$ cat src/hdl/dbem_pkg.sv
// Shared types and constants for the DMA buffer event monitor.
// Used by dbem_cell and by the top level dma_buffer_event_monitor; no dependencies.

package dbem_pkg;

  // Fixed field widths.
  localparam int CmdW   = 2;
  localparam int FrameW = 32;
  localparam int StampW = 48;
  localparam int SizeW  = 24;
  localparam int CountW = 32;
  localparam int ByteW  = 48;

  // Event codes on the cmd field.
  typedef enum logic [CmdW-1:0] {
    CMD_REQUEST = 2'd0,
    CMD_FINISH  = 2'd1,
    CMD_LOOKUP  = 2'd2,
    CMD_RELEASE = 2'd3
  } cmd_t;

  // Sequencer states of the top level.
  typedef enum logic [1:0] {
    ST_IDLE,
    ST_SCAN,
    ST_COMMIT
  } state_t;

  // Search token that travels down the row of table cells.
  typedef struct packed {
    logic              valid;
    logic              match;
    logic              empty;
    logic [FrameW-1:0] frame;
    logic [StampW-1:0] stamp;
    logic [SizeW-1:0]  size;
  } scan_tok_t;

  // Table write control broadcast to all cells.
  typedef struct packed {
    logic              clear;
    logic              en;
    logic [FrameW-1:0] frame;
    logic [StampW-1:0] stamp;
    logic [SizeW-1:0]  size;
  } entry_wr_t;

endpackage

$ cat src/hdl/dbem_cell.sv
// One table entry of the DMA buffer event monitor plus one stage of the search chain.
// Depends on dbem_pkg for the token and write-control types.

module dbem_cell
  import dbem_pkg::*;
#(
  parameter int AddrW = 32,
  parameter int IdxW  = 3,
  parameter int INDEX = 0
) (
  input  logic            clk,
  input  logic            rst,
  input  scan_tok_t       tok_in,
  input  logic [AddrW-1:0] tok_addr_in,
  input  logic [IdxW-1:0] match_idx_in,
  input  logic [IdxW-1:0] empty_idx_in,
  output scan_tok_t       tok_out,
  output logic [AddrW-1:0] tok_addr_out,
  output logic [IdxW-1:0] match_idx_out,
  output logic [IdxW-1:0] empty_idx_out,
  input  entry_wr_t       wr,
  input  logic [IdxW-1:0] wr_idx,
  input  logic [AddrW-1:0] wr_addr
);

  logic [AddrW-1:0]  entry_addr;
  logic [FrameW-1:0] entry_frame;
  logic [StampW-1:0] entry_stamp;
  logic [SizeW-1:0]  entry_size;

  scan_tok_t       tok_next;
  logic [IdxW-1:0] match_idx_next;
  logic [IdxW-1:0] empty_idx_next;
  logic            wr_sel;

  assign wr_sel = wr.en && (wr_idx == IdxW'(INDEX));

  // Entry address: zero marks an empty entry, so reset and release clear it.
  always_ff @(posedge clk) begin
    if (rst || wr.clear) begin
      entry_addr <= '0;
    end else if (wr_sel) begin
      entry_addr <= wr_addr;
    end
  end

  // Record fields are only read through a valid entry, so they need no reset.
  always_ff @(posedge clk) begin
    if (wr_sel) begin
      entry_frame <= wr.frame;
      entry_stamp <= wr.stamp;
      entry_size  <= wr.size;
    end
  end

  // The first matching entry and the first empty entry along the row win.
  always_comb begin
    tok_next       = tok_in;
    match_idx_next = match_idx_in;
    empty_idx_next = empty_idx_in;
    if (!tok_in.match && (entry_addr == tok_addr_in)) begin
      tok_next.match = 1'b1;
      tok_next.frame = entry_frame;
      tok_next.stamp = entry_stamp;
      tok_next.size  = entry_size;
      match_idx_next = IdxW'(INDEX);
    end
    if (!tok_in.empty && (entry_addr == '0)) begin
      tok_next.empty = 1'b1;
      empty_idx_next = IdxW'(INDEX);
    end
  end

  // Hand the token to the next cell; only its valid bit is reset.
  always_ff @(posedge clk) begin
    if (rst) begin
      tok_out.valid <= 1'b0;
    end else begin
      tok_out.valid <= tok_next.valid;
    end
    tok_out.match <= tok_next.match;
    tok_out.empty <= tok_next.empty;
    tok_out.frame <= tok_next.frame;
    tok_out.stamp <= tok_next.stamp;
    tok_out.size  <= tok_next.size;
    tok_addr_out  <= tok_addr_in;
    match_idx_out <= match_idx_next;
    empty_idx_out <= empty_idx_next;
  end

endmodule

$ cat src/hdl/dma_buffer_event_monitor.sv
// Top level of the DMA buffer event monitor: sequencer, counters and result register.
// Depends on dbem_pkg and on a row of dbem_cell instances holding the buffer table.
//
// Usage: one event request enters on in_valid/in_stall with cmd, buffer_addr,
// buffer_length, received_bytes and now_time. Each request gives exactly one
// result request on out_valid/out_stall carrying the lookup record and all counters.
// The user writes expected_frame_bytes through cfg_wr_en/cfg_wr_data only while idle;
// the block does not enforce this. Request and release events, and finish or lookup
// events with address zero, go from the idle state straight to the commit state.
// Finish and lookup events with a nonzero address send a search token down the row of
// TABLE_ENTRIES cells, one cell per cycle, and reach the commit state once it leaves
// the last cell. A commit loads the result into the output register, and a new event
// is accepted only once the sequencer is back in idle. in_stall is high while an
// event is in progress. A result that waits on out_stall stays in the output register;
// the next event may be accepted meanwhile, but it is committed only once that result
// is taken. Synchronous reset clears the counters, the destination, the result valid
// flag and every table entry.

module dma_buffer_event_monitor
  import dbem_pkg::*;
#(
  parameter int TABLE_ENTRIES = 8,
  parameter int ADDRESS_BITS  = 32
) (
  input  logic                 clk,
  input  logic                 rst,
  input  logic                 cfg_wr_en,
  input  logic [SizeW-1:0]     cfg_wr_data,
  input  logic                 in_valid,
  output logic                 in_stall,
  input  logic [CmdW-1:0]      cmd,
  input  logic [31:0]          buffer_addr,
  input  logic [SizeW-1:0]     buffer_length,
  input  logic [SizeW-1:0]     received_bytes,
  input  logic [StampW-1:0]    now_time,
  output logic                 out_valid,
  input  logic                 out_stall,
  output logic                 found,
  output logic [FrameW-1:0]    frame_number,
  output logic [StampW-1:0]    frame_time,
  output logic [SizeW-1:0]     frame_size,
  output logic [CountW-1:0]    request_total,
  output logic [CountW-1:0]    missing_total,
  output logic [CountW-1:0]    finished_total,
  output logic [ByteW-1:0]     byte_sum,
  output logic [CountW-1:0]    reused_total,
  output logic [CountW-1:0]    untracked_total
);

  localparam int AddrW = (ADDRESS_BITS < 32) ? ADDRESS_BITS : 32;
  localparam int IdxW  = (TABLE_ENTRIES > 1) ? $clog2(TABLE_ENTRIES) : 1;

  // Sequencer.
  state_t state, state_next;
  logic   in_accept;
  logic   need_scan;
  logic   slot_free;
  logic   capture;
  logic   commit_en;

  // Captured event.
  cmd_t              cmd_q;
  logic [AddrW-1:0]  addr_q;
  logic [SizeW-1:0]  blen_q;
  logic [SizeW-1:0]  rbytes_q;
  logic [StampW-1:0] now_q;
  logic [AddrW-1:0]  addr_in;

  // Search result.
  logic              sc_match;
  logic              sc_empty;
  logic [IdxW-1:0]   sc_match_idx;
  logic [IdxW-1:0]   sc_empty_idx;
  logic [FrameW-1:0] sc_frame;
  logic [StampW-1:0] sc_stamp;
  logic [SizeW-1:0]  sc_size;

  // State counters and register.
  logic [SizeW-1:0]  expected_frame_bytes;
  logic [CountW-1:0] request_count, request_count_next;
  logic [CountW-1:0] missing_count, missing_count_next;
  logic [CountW-1:0] finished_count, finished_count_next;
  logic [ByteW-1:0]  byte_total, byte_total_next;
  logic [CountW-1:0] reused_count, reused_count_next;
  logic [CountW-1:0] untracked_count, untracked_count_next;
  logic [AddrW-1:0]  next_target, next_target_next;

  // Table write port and cell chain.
  entry_wr_t         wr;
  logic [IdxW-1:0]   wr_idx;
  logic              hit;
  scan_tok_t         tok     [TABLE_ENTRIES+1];
  logic [AddrW-1:0]  tok_addr[TABLE_ENTRIES+1];
  logic [IdxW-1:0]   m_idx   [TABLE_ENTRIES+1];
  logic [IdxW-1:0]   e_idx   [TABLE_ENTRIES+1];

  assign addr_in   = buffer_addr[AddrW-1:0];
  assign in_accept = in_valid && !in_stall;
  assign need_scan = ((cmd_t'(cmd) == CMD_FINISH) || (cmd_t'(cmd) == CMD_LOOKUP)) &&
                     (addr_in != '0);
  assign slot_free = !out_valid || !out_stall;

  // Next state.
  always_comb begin
    state_next = state;
    case (state)
      ST_IDLE: begin
        if (in_accept) begin
          state_next = need_scan ? ST_SCAN : ST_COMMIT;
        end
      end
      ST_SCAN: begin
        if (tok[TABLE_ENTRIES].valid) begin
          state_next = ST_COMMIT;
        end
      end
      ST_COMMIT: begin
        if (slot_free) begin
          state_next = ST_IDLE;
        end
      end
      default: state_next = ST_IDLE;
    endcase
  end

  // Sequencer outputs.
  always_comb begin
    in_stall  = 1'b1;
    capture   = 1'b0;
    commit_en = 1'b0;
    case (state)
      ST_IDLE:   in_stall  = 1'b0;
      ST_SCAN:   capture   = tok[TABLE_ENTRIES].valid;
      ST_COMMIT: commit_en = slot_free;
      default:   in_stall  = 1'b1;
    endcase
  end

  always_ff @(posedge clk) begin
    if (rst) begin
      state <= ST_IDLE;
    end else begin
      state <= state_next;
    end
  end

  // Configuration register.
  always_ff @(posedge clk) begin
    if (rst) begin
      expected_frame_bytes <= '0;
    end else if (cfg_wr_en) begin
      expected_frame_bytes <= cfg_wr_data;
    end
  end

  // Event capture.
  always_ff @(posedge clk) begin
    if (in_accept) begin
      cmd_q    <= cmd_t'(cmd);
      addr_q   <= addr_in;
      blen_q   <= buffer_length;
      rbytes_q <= received_bytes;
      now_q    <= now_time;
    end
  end

  // Search result capture; events that skip the search see neither a match nor a slot.
  always_ff @(posedge clk) begin
    if (rst || in_accept) begin
      sc_match <= 1'b0;
      sc_empty <= 1'b0;
    end else if (capture) begin
      sc_match <= tok[TABLE_ENTRIES].match;
      sc_empty <= tok[TABLE_ENTRIES].empty;
    end
  end

  always_ff @(posedge clk) begin
    if (capture) begin
      sc_match_idx <= m_idx[TABLE_ENTRIES];
      sc_empty_idx <= e_idx[TABLE_ENTRIES];
      sc_frame     <= tok[TABLE_ENTRIES].frame;
      sc_stamp     <= tok[TABLE_ENTRIES].stamp;
      sc_size      <= tok[TABLE_ENTRIES].size;
    end
  end

  // Search token enters the first cell at the accepting edge.
  always_comb begin
    tok[0].valid = in_accept && need_scan;
    tok[0].match = 1'b0;
    tok[0].empty = 1'b0;
    tok[0].frame = '0;
    tok[0].stamp = '0;
    tok[0].size  = '0;
    tok_addr[0]  = addr_in;
    m_idx[0]     = '0;
    e_idx[0]     = '0;
  end

  // Row of table cells.
  for (genvar i = 0; i < TABLE_ENTRIES; i++) begin : g_cell
    dbem_cell #(
      .AddrW (AddrW),
      .IdxW  (IdxW),
      .INDEX (i)
    ) u_cell (
      .clk           (clk),
      .rst           (rst),
      .tok_in        (tok[i]),
      .tok_addr_in   (tok_addr[i]),
      .match_idx_in  (m_idx[i]),
      .empty_idx_in  (e_idx[i]),
      .tok_out       (tok[i+1]),
      .tok_addr_out  (tok_addr[i+1]),
      .match_idx_out (m_idx[i+1]),
      .empty_idx_out (e_idx[i+1]),
      .wr            (wr),
      .wr_idx        (wr_idx),
      .wr_addr       (addr_q)
    );
  end

  // Counter updates and table write for the committing event.
  assign hit    = sc_match || sc_empty;
  assign wr_idx = sc_match ? sc_match_idx : sc_empty_idx;

  always_comb begin
    request_count_next   = request_count;
    missing_count_next   = missing_count;
    finished_count_next  = finished_count;
    byte_total_next      = byte_total;
    reused_count_next    = reused_count;
    untracked_count_next = untracked_count;
    next_target_next     = next_target;
    wr.clear             = 1'b0;
    wr.en                = 1'b0;
    wr.frame             = finished_count + 1'b1;
    wr.stamp             = now_q;
    wr.size              = rbytes_q;
    if (commit_en) begin
      case (cmd_q)
        CMD_REQUEST: begin
          request_count_next = request_count + 1'b1;
          next_target_next   = addr_q;
          if ((addr_q == '0) || (expected_frame_bytes == '0) ||
              (blen_q < expected_frame_bytes)) begin
            missing_count_next = missing_count + 1'b1;
          end
        end
        CMD_FINISH: begin
          finished_count_next = finished_count + 1'b1;
          byte_total_next     = byte_total + ByteW'(rbytes_q);
          if ((addr_q != '0) && (addr_q == next_target)) begin
            reused_count_next = reused_count + 1'b1;
          end
          if (hit) begin
            wr.en = 1'b1;
          end else begin
            untracked_count_next = untracked_count + 1'b1;
          end
        end
        CMD_RELEASE: begin
          wr.clear         = 1'b1;
          next_target_next = '0;
        end
        default: begin
          // A lookup changes no state.
        end
      endcase
    end
  end

  always_ff @(posedge clk) begin
    if (rst) begin
      request_count   <= '0;
      missing_count   <= '0;
      finished_count  <= '0;
      byte_total      <= '0;
      reused_count    <= '0;
      untracked_count <= '0;
      next_target     <= '0;
    end else begin
      request_count   <= request_count_next;
      missing_count   <= missing_count_next;
      finished_count  <= finished_count_next;
      byte_total      <= byte_total_next;
      reused_count    <= reused_count_next;
      untracked_count <= untracked_count_next;
      next_target     <= next_target_next;
    end
  end

  // Result register. The counters change only at a commit, which waits for a free
  // slot, so they feed the result ports directly.
  always_ff @(posedge clk) begin
    if (rst) begin
      out_valid <= 1'b0;
    end else if (commit_en) begin
      out_valid <= 1'b1;
    end else if (!out_stall) begin
      out_valid <= 1'b0;
    end
  end

  always_ff @(posedge clk) begin
    if (commit_en) begin
      if ((cmd_q == CMD_LOOKUP) && sc_match) begin
        found        <= 1'b1;
        frame_number <= sc_frame;
        frame_time   <= sc_stamp;
        frame_size   <= sc_size;
      end else begin
        found        <= 1'b0;
        frame_number <= '0;
        frame_time   <= '0;
        frame_size   <= '0;
      end
    end
  end

  assign request_total   = request_count;
  assign missing_total   = missing_count;
  assign finished_total  = finished_count;
  assign byte_sum        = byte_total;
  assign reused_total    = reused_count;
  assign untracked_total = untracked_count;

  // The search token leaves the row only while the sequencer waits for it.
  a_tail_in_scan: assert property (@(posedge clk) disable iff (rst)
    tok[TABLE_ENTRIES].valid |-> (state == ST_SCAN))
    else $error("search token left the cell row outside the scan state");

  // A table write needs a matching or empty entry from the search.
  a_write_has_slot: assert property (@(posedge clk) disable iff (rst)
    wr.en |-> (sc_match || sc_empty))
    else $error("table write without a matching or empty entry");

  // The finish counter moves only on the edge that commits an event.
  a_count_at_commit: assert property (@(posedge clk) disable iff (rst)
    !$stable(finished_count) |-> $past(commit_en))
    else $error("finish counter changed outside a commit");

  // A result is loaded only when the previous one has left or is leaving.
  a_no_overwrite: assert property (@(posedge clk) disable iff (rst)
    commit_en |-> (!out_valid || !out_stall))
    else $error("result register overwritten while stalled");

endmodule

$ cat config.mk
export PLATFORM = sky130hd
export DESIGN_NAME = dma_buffer_event_monitor
export DESIGN_NICKNAME = d
export VERILOG_FILES = /design/src/hdl/dbem_pkg.sv /design/src/hdl/dbem_cell.sv /design/src/hdl/dma_buffer_event_monitor.sv
export SDC_FILE = /design/constraint.sdc
export NUM_CORES = 2
export LEC_CHECK = 0
export BUFFER_PORTS_ARGS = -buffer_cell sky130_fd_sc_hd__buf_2
export CAP_MARGIN = 20
export CORE_MARGIN = 2
export CORE_UTILIZATION = 54
export CTS_CLUSTER_DIAMETER = 100
export CTS_CLUSTER_SIZE = 20
export DETAILED_ROUTE_END_ITERATION = 8
export MAX_ROUTING_LAYER = met4
export PLACE_DENSITY_LB_ADDON = 0.1
export REMOVE_ABC_BUFFERS = 1
export SLEW_MARGIN = 20
export SYNTH_ARGS = -nofsm -noshare
export SYNTH_HDL_FRONTEND = slang
export SYNTH_HIERARCHICAL = 1
export SYNTH_SLANG_ARGS = --single-unit
$ cat constraint.sdc
create_clock -name clk -period 8.6 [get_ports clk]
set_input_delay 0.86 -clock clk [delete_from_list [all_inputs] [get_ports clk]]
set_output_delay 0.86 -clock clk [all_outputs]
set_load 0.1 [all_outputs]
==> results.ini <==
[status]
status = complete, no violations

[final_layout]
fill_cells = 13900
drive_gt1_frac = 0.206
multi_input_area_um2 = 25800
utilization = 0.598
nets = 7444
regArea_um2 = 68400
fin_cells = 9705
layout_common_cells = dfxtp_1 (1652), edfxtp_1 (1177), mux2_2 (707)
final_common_cell = dfxtp_1
syn_to_final_growth_pct = 10.4

[timing]
max_freq_mhz = 208
worstMarginPinSlew_ns = 1.16
timing.slew.headroom = 0.226
post-route-period-util = 0.560
slew_viol_final = 0
finalWorstSetupSlack_ns = 3.78
setup_viol = 0
rsz0062_at_grt = false
skew_ns = 0.0257
finalCriticalPeriod_ns = 4.82
finalHoldViolations = 0
setup_tns_ns = 0

[critical_path]
worstSetupStartpointType = flip-flop
path_class = reg2reg
cp_max_fo = 111
cp_slowest_cell = or4b_2
max_stage_delay_ns = 1.04
arrival_ns = 5.26
crit_chain = nand2b_1 -> a21oi_4 -> buf_12 -> nand2_2 -> nor2_1 -> or4b_2 -> inv_6 -> buf_4
end_kind = flip-flop
required_ns = 9.04

[clock_network]
ctsHoldBuffers = 0
clkLatencyLatePin_ns = 0.83
clkSlewWorstSetupHoldPaths_ns = 0.09
ctsLongestPathBuffers = 3
cts.sinks = 2830
htreeDepth = 4
cts_tree = yes
root_buffer = clkbuf_16
cts_made_buffers = 159
cts_setup_buffers = 0
ctsResizeCount = 0

[die]
start_util = 0.542
core_area_um2 = 176000
die_h_um = 424
die_x_um = 424
dieArea_um2 = 180000
io_pins = 474
num_rows = 154

[global_route]
grt_pass1_vias = 52100
antenna_found_initial = 20
overflow = 0
grt_pass1_wl_um = 321000
grt_start_max_net_pins = 149
grtUsageTotal = 0.242

[synth]
synth_warnings = 6
netlist_area_um2 = 95200
avgSynthCellArea_um2 = 14.3
synthCells = 6683

[detailed_routing]
drcViolationCount = 0
num_vias = 52500
drt_iter0_markers = 3771
firstDrtPassIters = 8
detail_route.wirelength_um = 214000
wl_per_cell_um = 22.1
via_per_inst = 5.41
drtAntennaViolNets = 0

[placement]
numPortBuffers = 473
dp_slack_ns = 3.35
gp_congestion = 0.893
dp_hpwl_um = 132000
placed_cells = 9404

[pwr]
ir_drop_mv = 0.174
power_density_nw_per_um2 = 220
p_leak_uw = 0.0384

[worst_hold_path]
min_path_type = in2reg

[job]
drv_cap = 0

[area by class of cell]
type / count / area share
Clock inverter: 9 / 0.000726
Sequential cell: 2830 / 0.651
Clock buffer: 276 / 0.0428
Timing Repair Buffer: 539 / 0.0286
Tap cell: 2340 / 0.0279
Antenna cell: 13 / 0.000309
Multi-Input combinational cell: 3632 / 0.246
Inverter: 66 / 0.00274
[path summary, 6_finish.rpt]
check | end | slack [ns] | cells after the start | start
min | g_cell[0].u_cell/tok_addr_out[11] | 0.20 | 1 | buffer_addr[11]
max reg2reg | g_cell[0].u_cell/entry_stamp[44] | 3.78 | 8 | state[1]
min reg2reg | g_cell[1].u_cell/tok_addr_out[26] | 0.37 | 0 | g_cell[0].u_cell/tok_addr_out[26]
max | g_cell[0].u_cell/entry_stamp[44] | 3.78 | 8 | state[1]
[through the flow]
step	instance area [um2]	hold slack, ns	total power [uW]
floorplan	94400	0.349	15400
global placement	100000	0.355	15700
detailed placement	100000	0.355	15800
CTS	105000	0.122	23400
global route	105000	0.156	24000
finish	105000	0.197	23200
[flip-flops by register name, summed over array words and instances, names as in the netlist, 48 cells and up]
| register | count |
|---|---|
| sc_stamp | 48 |
| byte_sum | 48 |
| now_q | 48 |
| g_cell.u_cell/entry_size | 192 |
| g_cell.u_cell/entry_addr | 256 |
| g_cell.u_cell/entry_frame | 256 |
| frame_time | 48 |
| g_cell.u_cell/tok_addr_out | 224 |
| g_cell.u_cell/tok_out | 856 |
| g_cell.u_cell/entry_stamp | 384 |
[routing by layer]
metal  share of wire  GRT usage
met1            0.44      0.313
met2            0.49      0.397
met3           0.046     0.0341
met4           0.029     0.0730
met5               0          -
[critical path: cells and delay by family (launching register included)]
family	cells	cell delay (ns)
simple gates	4	1.82
buf+inv	3	1.83
compound gates	1	0.16
flops	1	0.46
[power breakdown]
part	leakage, uW	switching (uW)	internal [uW]
Clock	0.00217	4150	3580
Combinational	0.0121	517	296
Sequential	0.0241	289	14300
Total	0.0384	4950	18200
Power figures use the tool's default switching activity.
